<file path="src/rtl/core/lfia_pkg.sv">
// Shared constants and types of the lowest-free identifier allocator.
`default_nettype none
package lfia_pkg;

  localparam int DEF_POOL_SIZE    = 256;
  localparam int DEF_FIRST_USABLE = 2;

  // bitmap word geometry
  localparam int WORD_W = 32;
  localparam int BIT_W  = $clog2(WORD_W);

  typedef enum logic [1:0] {
    ST_OK          = 2'd0,
    ST_EMPTY       = 2'd1,
    ST_BAD_RELEASE = 2'd2
  } status_t;

  // result of the find-first-zero unit
  typedef struct packed {
    logic             found;
    logic [BIT_W-1:0] idx;
  } ffz_t;

endpackage
`default_nettype wire

</file>
<file path="src/rtl/core/lfia_ffz.sv">
// Find-first-zero unit: lowest clear bit of one bitmap word.
`default_nettype none
module lfia_ffz (
  input  logic [lfia_pkg::WORD_W-1:0] word,
  output lfia_pkg::ffz_t              res
);

  localparam int NBYTES = lfia_pkg::WORD_W / 8;
  localparam int SEL_W  = lfia_pkg::BIT_W - 3;

  logic [NBYTES-1:0] byte_has;
  logic [2:0]        byte_idx [NBYTES];

  // lowest zero inside each byte
  always_comb begin
    for (int b = 0; b < NBYTES; b++) begin
      byte_has[b] = ~&word[8*b +: 8];
      byte_idx[b] = 3'd0;
      for (int j = 7; j >= 0; j--) begin
        if (!word[8*b + j]) begin
          byte_idx[b] = 3'(j);
        end
      end
    end
  end

  // pick the lowest byte that holds a zero
  always_comb begin
    res.found = |byte_has;
    res.idx   = '0;
    for (int b = NBYTES - 1; b >= 0; b--) begin
      if (byte_has[b]) begin
        res.idx = {SEL_W'(b), byte_idx[b]};
      end
    end
  end

endmodule
`default_nettype wire

</file>
<file path="src/rtl/core/lowest_free_id_allocator_top.sv">
// Top level of the lowest-free identifier allocator with its bitmap memory and sequencer.
`default_nettype none
// Hands out identifiers from a pool of POOL_SIZE entries, always the lowest free
// one, and takes them back on release. Identifiers below FIRST_USABLE are reserved.
// Each request on the slave stream carries the operation in s_tuser (0 allocate,
// 1 release) and the identifier to free in s_tdata; each request yields exactly one
// result on the master stream with a status in s_tuser's counterpart m_tuser, the
// granted identifier and the free count after the request. Occupancy lives in a
// memory of 32-bit words; one find-first-zero unit is reused for every word that
// the upward scan visits after an allocate. A release or an allocate reads the
// bitmap word of its identifier, and the scan for the next free identifier reads
// every further word it has to (one memory read and one pass of the find-first-zero
// unit per word); no new request is taken until the result is in the output register.
// A request refused at once (empty pool, reserved or out-of-pool identifier) skips
// the word read; a release of an already free identifier is only seen after the word read.
// After reset the block clears the bitmap one word a cycle and holds s_tready
// low meanwhile. A finished result waits in the output
// register while the next request is taken; a later result that finds the output
// register still full holds the sequencer, and s_tready low, until it is taken.
// Results with granted_id and free_count keep only their low 8 and 9 bits.
module lowest_free_id_allocator_top #(
  parameter int POOL_SIZE    = lfia_pkg::DEF_POOL_SIZE,
  parameter int FIRST_USABLE = lfia_pkg::DEF_FIRST_USABLE
) (
  input  logic        clk,
  input  logic        rst,
  input  logic        s_tvalid,
  output logic        s_tready,
  input  logic [7:0]  s_tdata,   // [7:0] released_id
  input  logic [0:0]  s_tuser,   // [0] func
  output logic        m_tvalid,
  input  logic        m_tready,
  output logic [23:0] m_tdata,   // [7:0] granted_id, [16:8] free_count, [23:17] zero
  output logic [1:0]  m_tuser    // [1:0] status
);

  localparam int WORD_W = lfia_pkg::WORD_W;
  localparam int BIT_W  = lfia_pkg::BIT_W;
  localparam int WORDS  = (POOL_SIZE + WORD_W - 1) / WORD_W;
  localparam int WA_W   = (WORDS > 1) ? $clog2(WORDS) : 1;
  localparam int PTR_W  = WA_W + BIT_W;
  localparam int CNT_W  = $clog2(POOL_SIZE + 1);
  localparam int RID_W  = 8;
  localparam int XW     = PTR_W + RID_W;

  localparam logic [PTR_W:0]   POOL_P  = (PTR_W + 1)'(POOL_SIZE);
  localparam logic [XW-1:0]    POOL_X  = XW'(POOL_SIZE);
  localparam logic [XW-1:0]    FIRST_X = XW'(FIRST_USABLE);
  localparam logic [PTR_W-1:0] FIRST_P = PTR_W'(FIRST_USABLE);
  localparam logic [CNT_W-1:0] FREE_RST = CNT_W'(POOL_SIZE - FIRST_USABLE);
  localparam logic [WA_W-1:0]  LAST_WA  = WA_W'(WORDS - 1);

  typedef enum logic [6:0] {
    S_CLEAR   = 7'b0000001,
    S_IDLE    = 7'b0000010,
    S_FETCH   = 7'b0000100,
    S_MODIFY  = 7'b0001000,
    S_SCAN_RD = 7'b0010000,
    S_SCAN    = 7'b0100000,
    S_DONE    = 7'b1000000
  } state_t;

  state_t state, state_next;

  // bitmap memory, one bit per identifier, set = occupied
  logic [WORD_W-1:0] mem [WORDS];
  logic [WORD_W-1:0] rdata;
  logic              mem_we;
  logic [WA_W-1:0]   mem_waddr;
  logic [WORD_W-1:0] mem_wdata;

  logic [WA_W-1:0]   clr_addr, clr_addr_next;
  logic [WA_W-1:0]   word_addr, word_addr_next;
  logic [PTR_W-1:0]  lowest_free, lowest_free_next;
  logic [CNT_W-1:0]  free_total, free_total_next;
  logic [PTR_W-1:0]  target, target_next;
  logic              is_release, is_release_next;
  lfia_pkg::status_t res_status, res_status_next;
  logic [PTR_W-1:0]  res_grant, res_grant_next;

  logic              out_valid;
  lfia_pkg::status_t out_status;
  logic [7:0]        out_grant;
  logic [8:0]        out_count;

  logic [XW-1:0]     rid_x;
  logic              rid_ok;
  logic [WORD_W-1:0] clr_word;
  logic [WORD_W-1:0] bit_mask;
  logic [WORD_W-1:0] ffz_word;
  lfia_pkg::ffz_t    ffz;
  logic              out_free;
  logic [XW-1:0]     grant_x;
  logic [PTR_W+8:0]  count_x;

  lfia_ffz u_ffz (
    .word (ffz_word),
    .res  (ffz)
  );

  // release range check in a width that holds both the request and the pool size
  assign rid_x  = {{PTR_W{1'b0}}, s_tdata};
  assign rid_ok = (rid_x < POOL_X) && (rid_x >= FIRST_X);

  // reset pattern of the word being cleared: reserved ids and ids past the pool occupied
  always_comb begin
    logic [PTR_W-1:0] idj;
    for (int j = 0; j < WORD_W; j++) begin
      idj = {clr_addr, BIT_W'(j)};
      clr_word[j] = (idj < FIRST_P) || ({1'b0, idj} >= POOL_P);
    end
  end

  assign bit_mask = WORD_W'(1) << target[BIT_W-1:0];

  // the unit sees the word with the grant already marked, or a freshly read word
  assign ffz_word = (state == S_MODIFY) ? (rdata | bit_mask) : rdata;

  assign out_free = !out_valid || m_tready;
  assign s_tready = (state == S_IDLE);

  always_comb begin
    state_next       = state;
    clr_addr_next    = clr_addr;
    word_addr_next   = word_addr;
    lowest_free_next = lowest_free;
    free_total_next  = free_total;
    target_next      = target;
    is_release_next  = is_release;
    res_status_next  = res_status;
    res_grant_next   = res_grant;
    mem_we           = 1'b0;
    mem_waddr        = word_addr;
    mem_wdata        = rdata;

    unique case (state)
      S_CLEAR: begin
        // sweep the bitmap to its reset pattern
        mem_we        = 1'b1;
        mem_waddr     = clr_addr;
        mem_wdata     = clr_word;
        clr_addr_next = clr_addr + 1'b1;
        if (clr_addr == LAST_WA) begin
          state_next = S_IDLE;
        end
      end
      S_IDLE: begin
        if (s_tvalid) begin
          is_release_next = s_tuser[0];
          res_grant_next  = '0;
          if (s_tuser[0]) begin
            target_next    = rid_x[PTR_W-1:0];
            word_addr_next = rid_x[PTR_W-1:BIT_W];
            if (rid_ok) begin
              state_next = S_FETCH;
            end else begin
              res_status_next = lfia_pkg::ST_BAD_RELEASE;
              state_next      = S_DONE;
            end
          end else begin
            target_next    = lowest_free;
            word_addr_next = lowest_free[PTR_W-1:BIT_W];
            if (free_total == '0) begin
              res_status_next = lfia_pkg::ST_EMPTY;
              state_next      = S_DONE;
            end else begin
              state_next = S_FETCH;
            end
          end
        end
      end
      S_FETCH: begin
        state_next = S_MODIFY;
      end
      S_MODIFY: begin
        state_next      = S_DONE;
        res_status_next = lfia_pkg::ST_OK;
        if (is_release) begin
          if ((rdata & bit_mask) == '0) begin
            res_status_next = lfia_pkg::ST_BAD_RELEASE;
          end else begin
            mem_we    = 1'b1;
            mem_wdata = rdata & ~bit_mask;
            if ((free_total == '0) || (target < lowest_free)) begin
              lowest_free_next = target;
            end
            free_total_next = free_total + 1'b1;
          end
        end else begin
          // mark the grant; ids below it are occupied, so the scan only looks upward
          mem_we          = 1'b1;
          mem_wdata       = rdata | bit_mask;
          res_grant_next  = target;
          free_total_next = free_total - 1'b1;
          if (free_total != CNT_W'(1)) begin
            if (ffz.found) begin
              lowest_free_next = {word_addr, ffz.idx};
            end else begin
              word_addr_next = word_addr + 1'b1;
              state_next     = S_SCAN_RD;
            end
          end
        end
      end
      S_SCAN_RD: begin
        state_next = S_SCAN;
      end
      S_SCAN: begin
        if (ffz.found) begin
          lowest_free_next = {word_addr, ffz.idx};
          state_next       = S_DONE;
        end else begin
          word_addr_next = word_addr + 1'b1;
          state_next     = S_SCAN_RD;
        end
      end
      S_DONE: begin
        // hold until the output register is free
        if (out_free) begin
          state_next = S_IDLE;
        end
      end
      default: begin
        state_next = S_CLEAR;
      end
    endcase
  end

  always_ff @(posedge clk) begin
    if (mem_we) begin
      mem[mem_waddr] <= mem_wdata;
    end
    rdata <= mem[word_addr];
  end

  always_ff @(posedge clk) begin
    if (rst) begin
      state       <= S_CLEAR;
      clr_addr    <= '0;
      lowest_free <= FIRST_P;
      free_total  <= FREE_RST;
    end else begin
      state       <= state_next;
      clr_addr    <= clr_addr_next;
      lowest_free <= lowest_free_next;
      free_total  <= free_total_next;
    end
  end

  always_ff @(posedge clk) begin
    word_addr  <= word_addr_next;
    target     <= target_next;
    is_release <= is_release_next;
    res_status <= res_status_next;
    res_grant  <= res_grant_next;
  end

  // keep only the low bits of wide pool values
  assign grant_x = {{RID_W{1'b0}}, res_grant};
  assign count_x = {{(PTR_W + 9 - CNT_W){1'b0}}, free_total};

  // output register: load a finished result, drop valid once taken
  always_ff @(posedge clk) begin
    if (rst) begin
      out_valid <= 1'b0;
    end else if ((state == S_DONE) && out_free) begin
      out_valid <= 1'b1;
    end else if (m_tready) begin
      out_valid <= 1'b0;
    end
  end

  always_ff @(posedge clk) begin
    if ((state == S_DONE) && out_free) begin
      out_status <= res_status;
      out_grant  <= grant_x[7:0];
      out_count  <= count_x[8:0];
    end
  end

  assign m_tvalid = out_valid;
  assign m_tdata  = {7'b0, out_count, out_grant};
  assign m_tuser  = out_status;

endmodule
`default_nettype wire
</file>
<file path="config.mk">
export PLATFORM = sky130hd
export DESIGN_NAME = lowest_free_id_allocator_top
export DESIGN_NICKNAME = d
export VERILOG_FILES = /design/src/rtl/core/lfia_pkg.sv /design/src/rtl/core/lfia_ffz.sv /design/src/rtl/core/lowest_free_id_allocator_top.sv
export SDC_FILE = /design/constraint.sdc
export NUM_CORES = 1
export LEC_CHECK = 0
export ABC_AREA = 1
export BUFFER_PORTS_ARGS = -buffer_cell sky130_fd_sc_hd__clkbuf_2
export CAP_MARGIN = 10
export CORE_UTILIZATION = 50
export DETAILED_ROUTE_END_ITERATION = 16
export HOLD_SLACK_MARGIN = 0.02
export MAX_ROUTING_LAYER = met4
export PLACE_DENSITY_LB_ADDON = 0.3
export SETUP_SLACK_MARGIN = 0.4
export SLEW_MARGIN = 20
export SYNTH_ARGS = -nofsm -noshare
export SYNTH_HDL_FRONTEND = slang
export SYNTH_SLANG_ARGS = --single-unit
</file>
<file path="constraint.sdc">
create_clock -name clk -period 7.3 [get_ports clk]
set_input_delay 1.46 -clock clk [delete_from_list [all_inputs] [get_ports clk]]
set_output_delay 1.46 -clock clk [all_outputs]
set_load 0.03 [all_outputs]
</file>
## Word level (Yosys, flattened, before mapping)

Memory sizes are Yosys's and may differ from the RTL's. A register that Yosys moved wholly into a read port is not among the register bits.
Index checks and enable logic that the tools add are counted.

| word-level totals | value |
|---|---|
| output and inout port bits | 28 |
| input bits | 13 |
| register bits | 69 |
| memories kept | 1 |
| memory bits (writable) | 256 |
| logic and storage cells | 188 |

| operators by class | value |
|---|---|
| eq/ne operators | 20 |
| multiplexer cells | 83 |
| add/sub/neg operators | 4 |
| order comparisons | 35 |
| reduce and logical (&&, ||, !) cells | 27 |
| shift-type cells | 1 |
| bitwise logic cells | 4 |

Memories:

| memory | depth | width | read ports | clocked after Yosys merged registers in | write ports | RTL line | text |
|---|---|---|---|---|---|---|---|
| mem | 8 | 32 | 1 | 1 | 1 | lowest_free_id_allocator_top.sv:66 | `logic [WORD_W-1:0] mem [WORDS];` |

Operators by type and width:

| kind | number |
|---|---|
| 8-bit by 2-bit less-than comparator with 1-bit output, second input constant | 32 |
| 3-bit two-way mux | 38 |
| 32-bit two-way mux | 3 |
| 32-bit bitwise AND | 2 |
| 8-bit two-way mux | 8 |
| 32-bit case mux with 2 select lines | 1 |
| 7-bit two-way mux | 9 |
| 7-bit case mux with 7 select lines | 1 |
| 32-bit logical NOT | 1 |
| 32-bit inverter | 1 |
| 32-bit bitwise OR | 1 |
| 8-bit case mux with 2 select lines | 2 |
| 8-bit AND reduction | 4 |
| 1-bit by 5-bit << shifter with 32-bit output, first input constant | 1 |
| 5-bit two-way mux | 4 |
| 9-bit two-way mux | 2 |
| 2-bit two-way mux | 6 |
| 4-bit AND reduction | 3 |
| 2-bit inequality test, second input constant | 5 |
| 9-bit by 1-bit adder with 9-bit output, second input constant | 1 |
| 9-bit logical NOT | 1 |
| 8-bit by 9-bit less-than comparator with 1-bit output, second input constant | 1 |
| 9-bit by 1-bit inequality test with 1-bit output, second input constant | 1 |
| 3-bit case mux with 3 select lines | 1 |
| 27 further kinds | 45 |

## Logic depth before layout (Yosys ltp)

Gate-level depths: netlist (run 1).

| depth | value |
|---|---|
| depth in word-level cells | 19 |
| mapped depth | 21 |
| mapped depth without buffers | 20 |

## Cells and area by module

Synthesis (run 1) repeated with hierarchy kept, for this count alone.

| unflattened totals | value |
|---|---|
| cell total of the unflattened synthesis | 1591 |
| area, all modules | 16021.6 um2 |

By module, submodules not included:

| module | cells each | sequential area each (um2) | area each (um2) | instances |
|---|---|---|---|---|
| lowest_free_id_allocator_top | 1506 | 10119.7 | 15635.0 | 1 |
| lfia_ffz | 85 | 0.0 | 386.6 | 1 |

## Least setup slack after synthesis (run 1)

OpenSTA, ideal clock, no wires.

| timing | value |
|---|---|
| kind | reg2reg |
| from | register state[3] |
| to | memory mem[0][0], enable pin |
| library setup time | 0.421 ns |
| path buffers | 0 |
| period minus slack after synthesis | 3.511 ns |
| setup slack | 3.789 ns |
| cell stages (with the launch flop) | 9 |
| data required time | 6.879 ns |
| arrival | 3.090 ns |
| cells stage by stage | dfxtp_1 nor2_1 inv_1 nor4_2 inv_1 or2_2 o21ai_0 nand2_1 nor2_1 |

| between the ends | value |
|---|---|
| longest elaborated chain between the ends | 4 |
| elaborated cells on any way between the ends | 6 |
| those cells by class | 2 x eq/ne; 4 x mux |

RTL lines:

| element | RTL line | text |
|---|---|---|
| from (decl) | lowest_free_id_allocator_top.sv:63 | `state_t state, state_next;` |
| from (signal assigned) | lowest_free_id_allocator_top.sv:243 | `state <= state_next;` |
| 7-bit by 4-bit equality test with 1-bit output / 7-bit by 1-bit equality test with 1-bit output (equally long branches) | lowest_free_id_allocator_top.sv:136 | `unique case (state)` |
| 1-bit case mux with 2 select lines | lowest_free_id_allocator_top.sv:136 |  |
| 1-bit two-way mux | lowest_free_id_allocator_top.sv:230 | `if (mem_we) begin` |
| 1-bit two-way mux (not written as such) | lowest_free_id_allocator_top.sv:231 | `mem[mem_waddr] <= mem_wdata;` |
| to (decl) | lowest_free_id_allocator_top.sv:66 |  |

Several ways; a longest one is shown, not always the timed one.

## Worst setup path after layout (run 1)

| timing | value |
|---|---|
| from | register target[4] |
| to | memory mem[6][31], enable pin |

| between the ends | value |
|---|---|
| longest elaborated chain between the ends | 8 |

RTL lines:

| element | RTL line | text |
|---|---|---|
| from (decl) | lowest_free_id_allocator_top.sv:76 | `logic [PTR_W-1:0] target, target_next;` |
| from (signal assigned) | lowest_free_id_allocator_top.sv:252 | `target <= target_next;` |
| 1-bit by 5-bit << shifter with 32-bit output | lowest_free_id_allocator_top.sv:114 | `assign bit_mask = WORD_W'(1) << target[BIT_W-1:0];` |
| 32-bit bitwise AND | lowest_free_id_allocator_top.sv:179 | `if ((rdata & bit_mask) == '0) begin` |
| 32-bit logical NOT | lowest_free_id_allocator_top.sv:179 |  |
| 1-bit two-way mux | lowest_free_id_allocator_top.sv:179 |  |
| 1-bit two-way mux | lowest_free_id_allocator_top.sv:178 | `if (is_release) begin` |
| 1-bit case mux with 2 select lines | lowest_free_id_allocator_top.sv:136 |  |
| 1-bit two-way mux | lowest_free_id_allocator_top.sv:230 |  |
| 1-bit two-way mux (not written as such) | lowest_free_id_allocator_top.sv:231 |  |

No other way between the ends.

==> flow_summary_export.csv, run 1 <==
group,metric,value,unit
drt,drt_iter0_drc,988,
drt,routedWlPerCell,19.5,µm
global_routing,first_global_vias,10600,
worst_setup_path,crit_family,"simple AND/OR/NAND/NOR gates",
die,start_util,51.3,%
clock_tree,hold_buffers,0,
die,dieArea,32400,µm²
drt,via_per_inst,5.64,
finish,post-route-util,56.7,%
finish,stdcell_count,2010,
finish,area_growth,10.5,%
place,dpl.cell_count,1942,
worst_setup_path,path_cells,"inv_2, nor2_1, nand2_1, nand2_1, nor2_1, nand4_1, nor2_4, nand2_2, o21ai_4, nand2_1, nand2_1, nor2_4",
worst_setup_path,crit_path_top_delay_cell,"edfxtp_1",
worst_setup_path,end_kind,"flip-flop",
timing,max_freq,0.245,GHz
timing,period_needed,4.09,ns
drt,wirelength,39.2,mm
drt,drc,0,
clock_tree,clock-sinks,357,
logic_synthesis,syn_avg_cell_area,10.0,µm²
worst_setup_path,arrival,4.24,ns
timing,fin_crit_sh,56.0,%
logic_synthesis,async_reset_ff_share,0,%
run,cap_violations,0,
die,die_x,180,µm
finish,antennaDiodeCount,0,
global_routing,grt_overflow,0,
logic_synthesis,synthFlopType,"edfxtp_1",
worst_setup_path,critPathRequiredTime,7.45,ns
place,dp_hpwl,25.9,mm
worst_setup_path,crit_buf_inv,1,
global_routing,grt_max_degree,93,
logic_synthesis,synthDistinctLibCells,45,
logic_synthesis,yosysSeqAreaShare,63.8,%
die,num_rows,64,
timing,fin_skew,0.0261,ns
logic_synthesis,netlist_area,15900,µm²
die,fp.coreArea,30900,µm²
timing,slew_headroom,23.6,%
worst_setup_path,critPathLaunchType,"flip-flop",
logic_synthesis,yosys_register_bits,357,
pwr,p_per_area,375,nW/µm²
timing,hold_violations,0,
logic_synthesis,synth-edff-count,297,
timing,tns,0,ns
place,globalplace.congestion,0.967,
finish,drive_gt1_share,10.3,%
drt,ant_nets,0,
timing,slew_viol_final,0,
timing,rsz0062_at_grt,"no",
pwr,power.leakage,6.38,nW
clock_tree,clk_pin_slew,0.07,ns
finish,fin_nets,1611,
finish,fill_cells,2599,
die,pin_count,41,
global_routing,antenna_found_initial,0,
logic_synthesis,yosysWarnings,0,
global_routing,grt_pass1_wl,60.7,mm
status,status,"completed",
clock_tree,ctsResizeCount,0,
finish,regArea,10100,µm²
clock_tree,cts_setup_buffers,0,
pwr,total_power,6.57,mW
timing,worst_pin_slew,1.14,ns
global_routing,grt_usage,25.0,%
worst_setup_path,path_class,"reg2reg",
logic_synthesis,syn_inst,1579,
die,die_h,180,µm
clock_tree,worstSkewPairLatency,0.55,ns
finish,multi_input_area,5040,µm²
worst_setup_path,critPathMaxFanout,32,
worst_setup_path,path_common_cell,"nand2_1",
pwr,peakVddDrop,0.320,mV
clock_tree,clock_tree.root_cell,"clkbuf_16",
clock_tree,htreeDepth,2,
drt,dr.pass1.iters,7,
clock_tree,cts_tree,"built",
place,port_buffers,33,
drt,vias,11300,
clock_tree,cts_buffers,37,
timing,setup_violations,0,
worst_hold_path,hold_class,"reg2reg",
worst_setup_path,max_stage_delay,0.93,ns
clock_tree,clk_path_buf_depth,3,
## where the power goes
part,total (mW),internal (mW),switching (mW)
Clock,1.82,1.03,0.788
Sequential,3.37,3.22,0.152
Combinational,1.38,0.245,1.13
## worst reg2reg max path: stages, from the launching register on
cell and delay [ns]:
edfxtp_1 0.93, inv_2 0.33, nor2_1 0.21, nand2_1 0.07, nand2_1 0.06, nor2_1 0.04
nand4_1 0.18, nor2_4 0.11, nand2_2 0.26, o21ai_4 0.15, nand2_1 0.19, nand2_1 0.28
nor2_4 0.86
## state kept, by name, summed over array words and instances (netlist names)
signal / flops
is_release: 1
out_grant: 8
state: 7
res_grant: 8
out_count: 9
free_total: 9
mem: 256
word_addr: 3
m_tvalid: 1
rdata: 32
lowest_free: 8
res_status: 2
target: 8
m_tuser: 2
clr_addr: 3
## through the flow
stage | hold slack [ns] | area [µm²] | worst slack [ns]
finish | 0.413 | 17500 | 3.21
global route | 0.418 | 17500 | 2.86
CTS | 0.418 | 17500 | 3.22
detailed placement | 0.406 | 16300 | 3.24
global placement | 0.402 | 16300 | 3.29
floorplan | 0.400 | 15900 | 3.79
## placed cells by master (no fill, tap or decap), types with 5 or more instances in the layout
cell type	synthesis	final
o22ai_1	38	38
nand2_1	218	218
nor3_1	11	11
clkbuf_1	62	10
clkbuf_8	0	8
nand3_2	5	5
nor2_4	9	17
inv_1	91	88
clkbuf_2	0	33
clkbuf_16	0	37
nor2_1	341	333
buf_4	8	15
o21ai_1	4	7
nand3_1	65	65
nor2_2	9	9
o21ai_0	163	160
clkinv_1	5	11
a21oi_1	33	33
o221ai_1	12	12
conb_1	1	7
dfxtp_1	60	60
a31oi_1	35	35
o211ai_1	7	7
ha_1	13	13
edfxtp_1	297	297
nand4_1	17	17
nand2_2	10	10
inv_2	13	16
## cells by family (layout without fill, tap and decap cells)
family	after synthesis	after routing	synth area share [%]
simple gates	696	696	18.6
xor+xnor	6	6	0.331
buf+inv	196	225	5.04
fa+ha+maj	13	13	1.03
other cells	1	7	0.0236
flops	357	357	63.8
compound gates	310	310	11.2
## per-layer routing
layer  track usage (%)  vias up  part of all wire, %
met3              4.24       71                  7.7
met1              35.0     5382                   45
met5                 -        -                    0
met4              8.21        0                  2.8
met2              37.2      416                   45
li1                  -     5474                    -
## Yosys cell counts (2+ instances only)
cell type  number  share of area (%)
nor2_4          9               0.64
a31oi_1        35                1.4
o211ai_1        7               0.33
nor3_1         11               0.35
dfxtp_1        60                7.6
nand3b_1        2              0.095
nand3_2         5               0.32
o21a_1          3               0.14
nor4_2          2               0.16
nand3_1        65                2.1
buf_6           3               0.21
buf_4           8               0.38
nand2_1       218                5.2
xor2_1          4               0.22
nand2_2        10               0.39
nor4_1          3               0.12
o21ai_0       163                5.1
a21boi_0        2              0.095
inv_1          91                2.2
or2_2           2              0.079
nor2_2          9               0.36
clkbuf_1       62                1.5
nor2_1        341                8.1
xnor2_1         2               0.11
clkinv_1        5               0.12
o2111ai_1       2               0.11
nand4_1        17               0.67
o22ai_1        38                1.5
o221ai_1       12               0.66
inv_2          13               0.31
a21oi_1        33                1.0
ha_1           13                1.0
buf_2           9               0.28
o21ai_1         4               0.13
edfxtp_1      297                 56
o32ai_1         6               0.33
buf_1           5               0.12
## worst paths after layout
path	end	startpoint	cells after the start	slack, ns
max reg2reg	mem[6][31]	target[4]	12	3.21
min	out_grant[3]	res_grant[3]	0	0.41
min reg2reg	out_grant[3]	res_grant[3]	0	0.41
max	mem[6][31]	target[4]	12	3.21
## cell type report
cell class | instances | area share [%]
flip-flops and latches | 357 | 57.7
inverters | 109 | 2.33
repair buffers | 48 | 1.58
clock inverters | 13 | 0.621
clock buffers | 55 | 6.12
multi-input cells | 1032 | 28.8
well taps | 396 | 2.83
No activity file was read; power rests on OpenSTA's default activity.
==> inputs of run 2 (changes only) <==
clock period = 3.39 ns   (was 7.3 ns; I/O delays follow)
==> run 2 against run 1 <==
Compared with the run above: setup slack worse by 2.8 ns; worst hold slack better by 0.0022 ns; total power up 120%; sequential share of layout area down 1.2 points; sequential power up 110%; die area unchanged; sequential cell count unchanged; clock skew down 0.0098 ns; global-route usage down 0.62 points; wire length down 3.0%; via count up 2.2%; cell area up 2.1%; largest cell class unchanged.
==> flow_summary_export.csv, run 2 (same netlist as run 1, synthesis figures left out) <==
group,metric,value,unit
finish,top_regs,"mem (256), rdata (32)",
finish,drive_gt1_share,11.8,%
die,dieArea,32400,µm²
clock_tree,cts_tree,"built",
timing,hold_violations,0,
global_routing,grt_max_degree,126,
worst_hold_path,hold_class,"reg2reg",
finish,fin_nets,1639,
die,num_rows,64,
timing,max_freq,0.341,GHz
clock_tree,clock_tree.root_cell,"clkbuf_16",
timing,tns,0,ns
pwr,total_power,14.6,mW
place,dp_hpwl,25.1,mm
worst_setup_path,critPathRequiredTime,3.63,ns
die,die_h,180,µm
timing,rsz0062_at_grt,"yes",
worst_setup_path,r2r-end,"mem[4][3]",
clock_tree,clock-sinks,357,
worst_hold_path,whs_endpoint,"out_grant[5]",
timing,fin_skew,0.0163,ns
worst_setup_path,arrival,3.17,ns
place,port_buffers,33,
die,start_util,51.3,%
status,status,"completed",
drt,drt_iter0_drc,1168,
worst_setup_path,reg2reg_slack,0.45,ns
timing,slew_viol_final,0,
finish,antennaDiodeCount,0,
global_routing,grt_overflow,0,
clock_tree,worstSkewPairLatency,0.55,ns
drt,wirelength,38.0,mm
global_routing,grt_usage,24.4,%
timing,setup_slack,0.455,ns
worst_setup_path,critPathLaunch,"target[0]",
place,preCtsSetupSlack,0.361,ns
worst_setup_path,rr_startpoint,"target[0]",
pwr,p_per_area,818,nW/µm²
run,cap_violations,0,
finish,regMostFlops,"mem",
clock_tree,htreeDepth,2,
worst_setup_path,r2r.worst_path.cells,15,
worst_setup_path,end_kind,"flip-flop",
place,globalplace.congestion,0.950,
worst_hold_path,min_from,"res_grant[5]",
timing,period_needed,2.94,ns
clock_tree,clk_path_buf_depth,3,
pwr,power.leakage,6.56,nW
drt,routedWlPerCell,18.7,µm
drt,via_per_inst,5.69,
timing,fin_crit_sh,86.6,%
die,fp.coreArea,30900,µm²
worst_hold_path,min_delay_path_depth,0,
timing,worst_pin_slew,1.03,ns
global_routing,antenna_found_initial,0,
timing,slew_headroom,30.4,%
finish,largest_reg_flops,256,
timing,setup_violations,0,
global_routing,grt_pass1_wl,60.2,mm
finish,mostFrequentLayoutCells,"nor2_1, edfxtp_1, nand2_1, o21ai_0, inv_1",
pwr,peakVddDrop,0.540,mV
clock_tree,cts_buffers,38,
clock_tree,clk_pin_slew,0.06,ns
finish,area_growth,12.8,%
worst_setup_path,critPathLaunchType,"flip-flop",
worst_setup_path,critPathMaxFanout,29,
drt,vias,11600,
finish,final_common_cell,"nor2_1",
die,pin_count,41,
global_routing,first_global_vias,10800,
die,die_x,180,µm
drt,dr.pass1.iters,7,
drt,ant_nets,0,
worst_setup_path,path_class,"reg2reg",
finish,fill_cells,2603,
drt,drc,0,
-- run 2: what timing repair did --
item                                    in CTS  in global routing
endpoints found under the setup margin      37                283
cloned                                       0                  0
hold buffers                                 0                  0
resized for setup                            0                  3
buffers inserted                             2                  5
pin swaps                                    2                  2
-- run 2: critical path, cell delays in order (launching register included) --
cell and delay, ns:
edfxtp_1 0.52, inv_2 0.12, nor2_4 0.18, nand3_1 0.15, nor2_1 0.16, inv_1 0.07, o22ai_1 0.13, nor2_1 0.08
nand2_1 0.11, nor2_4 0.08, nand2_2 0.09, o21ai_4 0.06, nand2_1 0.11, nand2_1 0.26, nor2_4 0.27, buf_12 0.23
-- run 2: cell type report --
| type | count | area (µm²) | share of cell area (%) |
|---|---|---|---|
| inverter | 109 | 409 | 2.29 |
| clock buffer | 54 | 1050 | 5.88 |
| timing repair buffer | 75 | 618 | 3.45 |
| tap | 396 | 495 | 2.77 |
| multi-input combinational | 1032 | 5030 | 28.1 |
| clock inverter | 15 | 171 | 0.958 |
| sequential | 357 | 10100 | 56.5 |
-- run 2: worst max path at each step --
stage,endpoint,slack [ns],cells after the start
final,mem[4][3],0.45,15
after global placement,mem[6][14],0.41,14
after CTS,mem[1][15],0.41,14
after detailed placement,mem[6][6],0.36,14
after global routing,mem[4][8],0.32,15
after floorplan,mem[0][0],-0.12,8
-- run 2: per-layer routing --
layer | up-vias | routed length, µm | GRT usage (%)
met4 | 0 | 880 | 6.36
met3 | 70 | 2680 | 3.03
met5 | - | 0 | -
met1 | 5532 | 17500 | 34.9
met2 | 447 | 17000 | 37.0
li1 | 5538 | - | -
-- run 2: metrics by stage --
| step | hold WS (ns) | std cells | util, % | area [µm²] |
|---|---|---|---|---|
| after detailed placement | 0.406 | 1962 | 53.7 | 16600 |
| final | 0.416 | 2038 | 57.9 | 17900 |
| after global routing | 0.426 | 2038 | 57.9 | 17900 |
| after floorplan | 0.400 | 1585 | - | 15900 |
| after global placement | 0.402 | 1962 | 53.7 | 16600 |
| after CTS | 0.420 | 2033 | 57.8 | 17900 |
-- run 2: report_power, final --
group	leakage, nW	switching, mW	internal, mW	total, mW
logic	2.69	2.48	0.937	3.42
registers	3.28	0.323	6.88	7.20
clock network	0.590	1.74	2.28	4.02
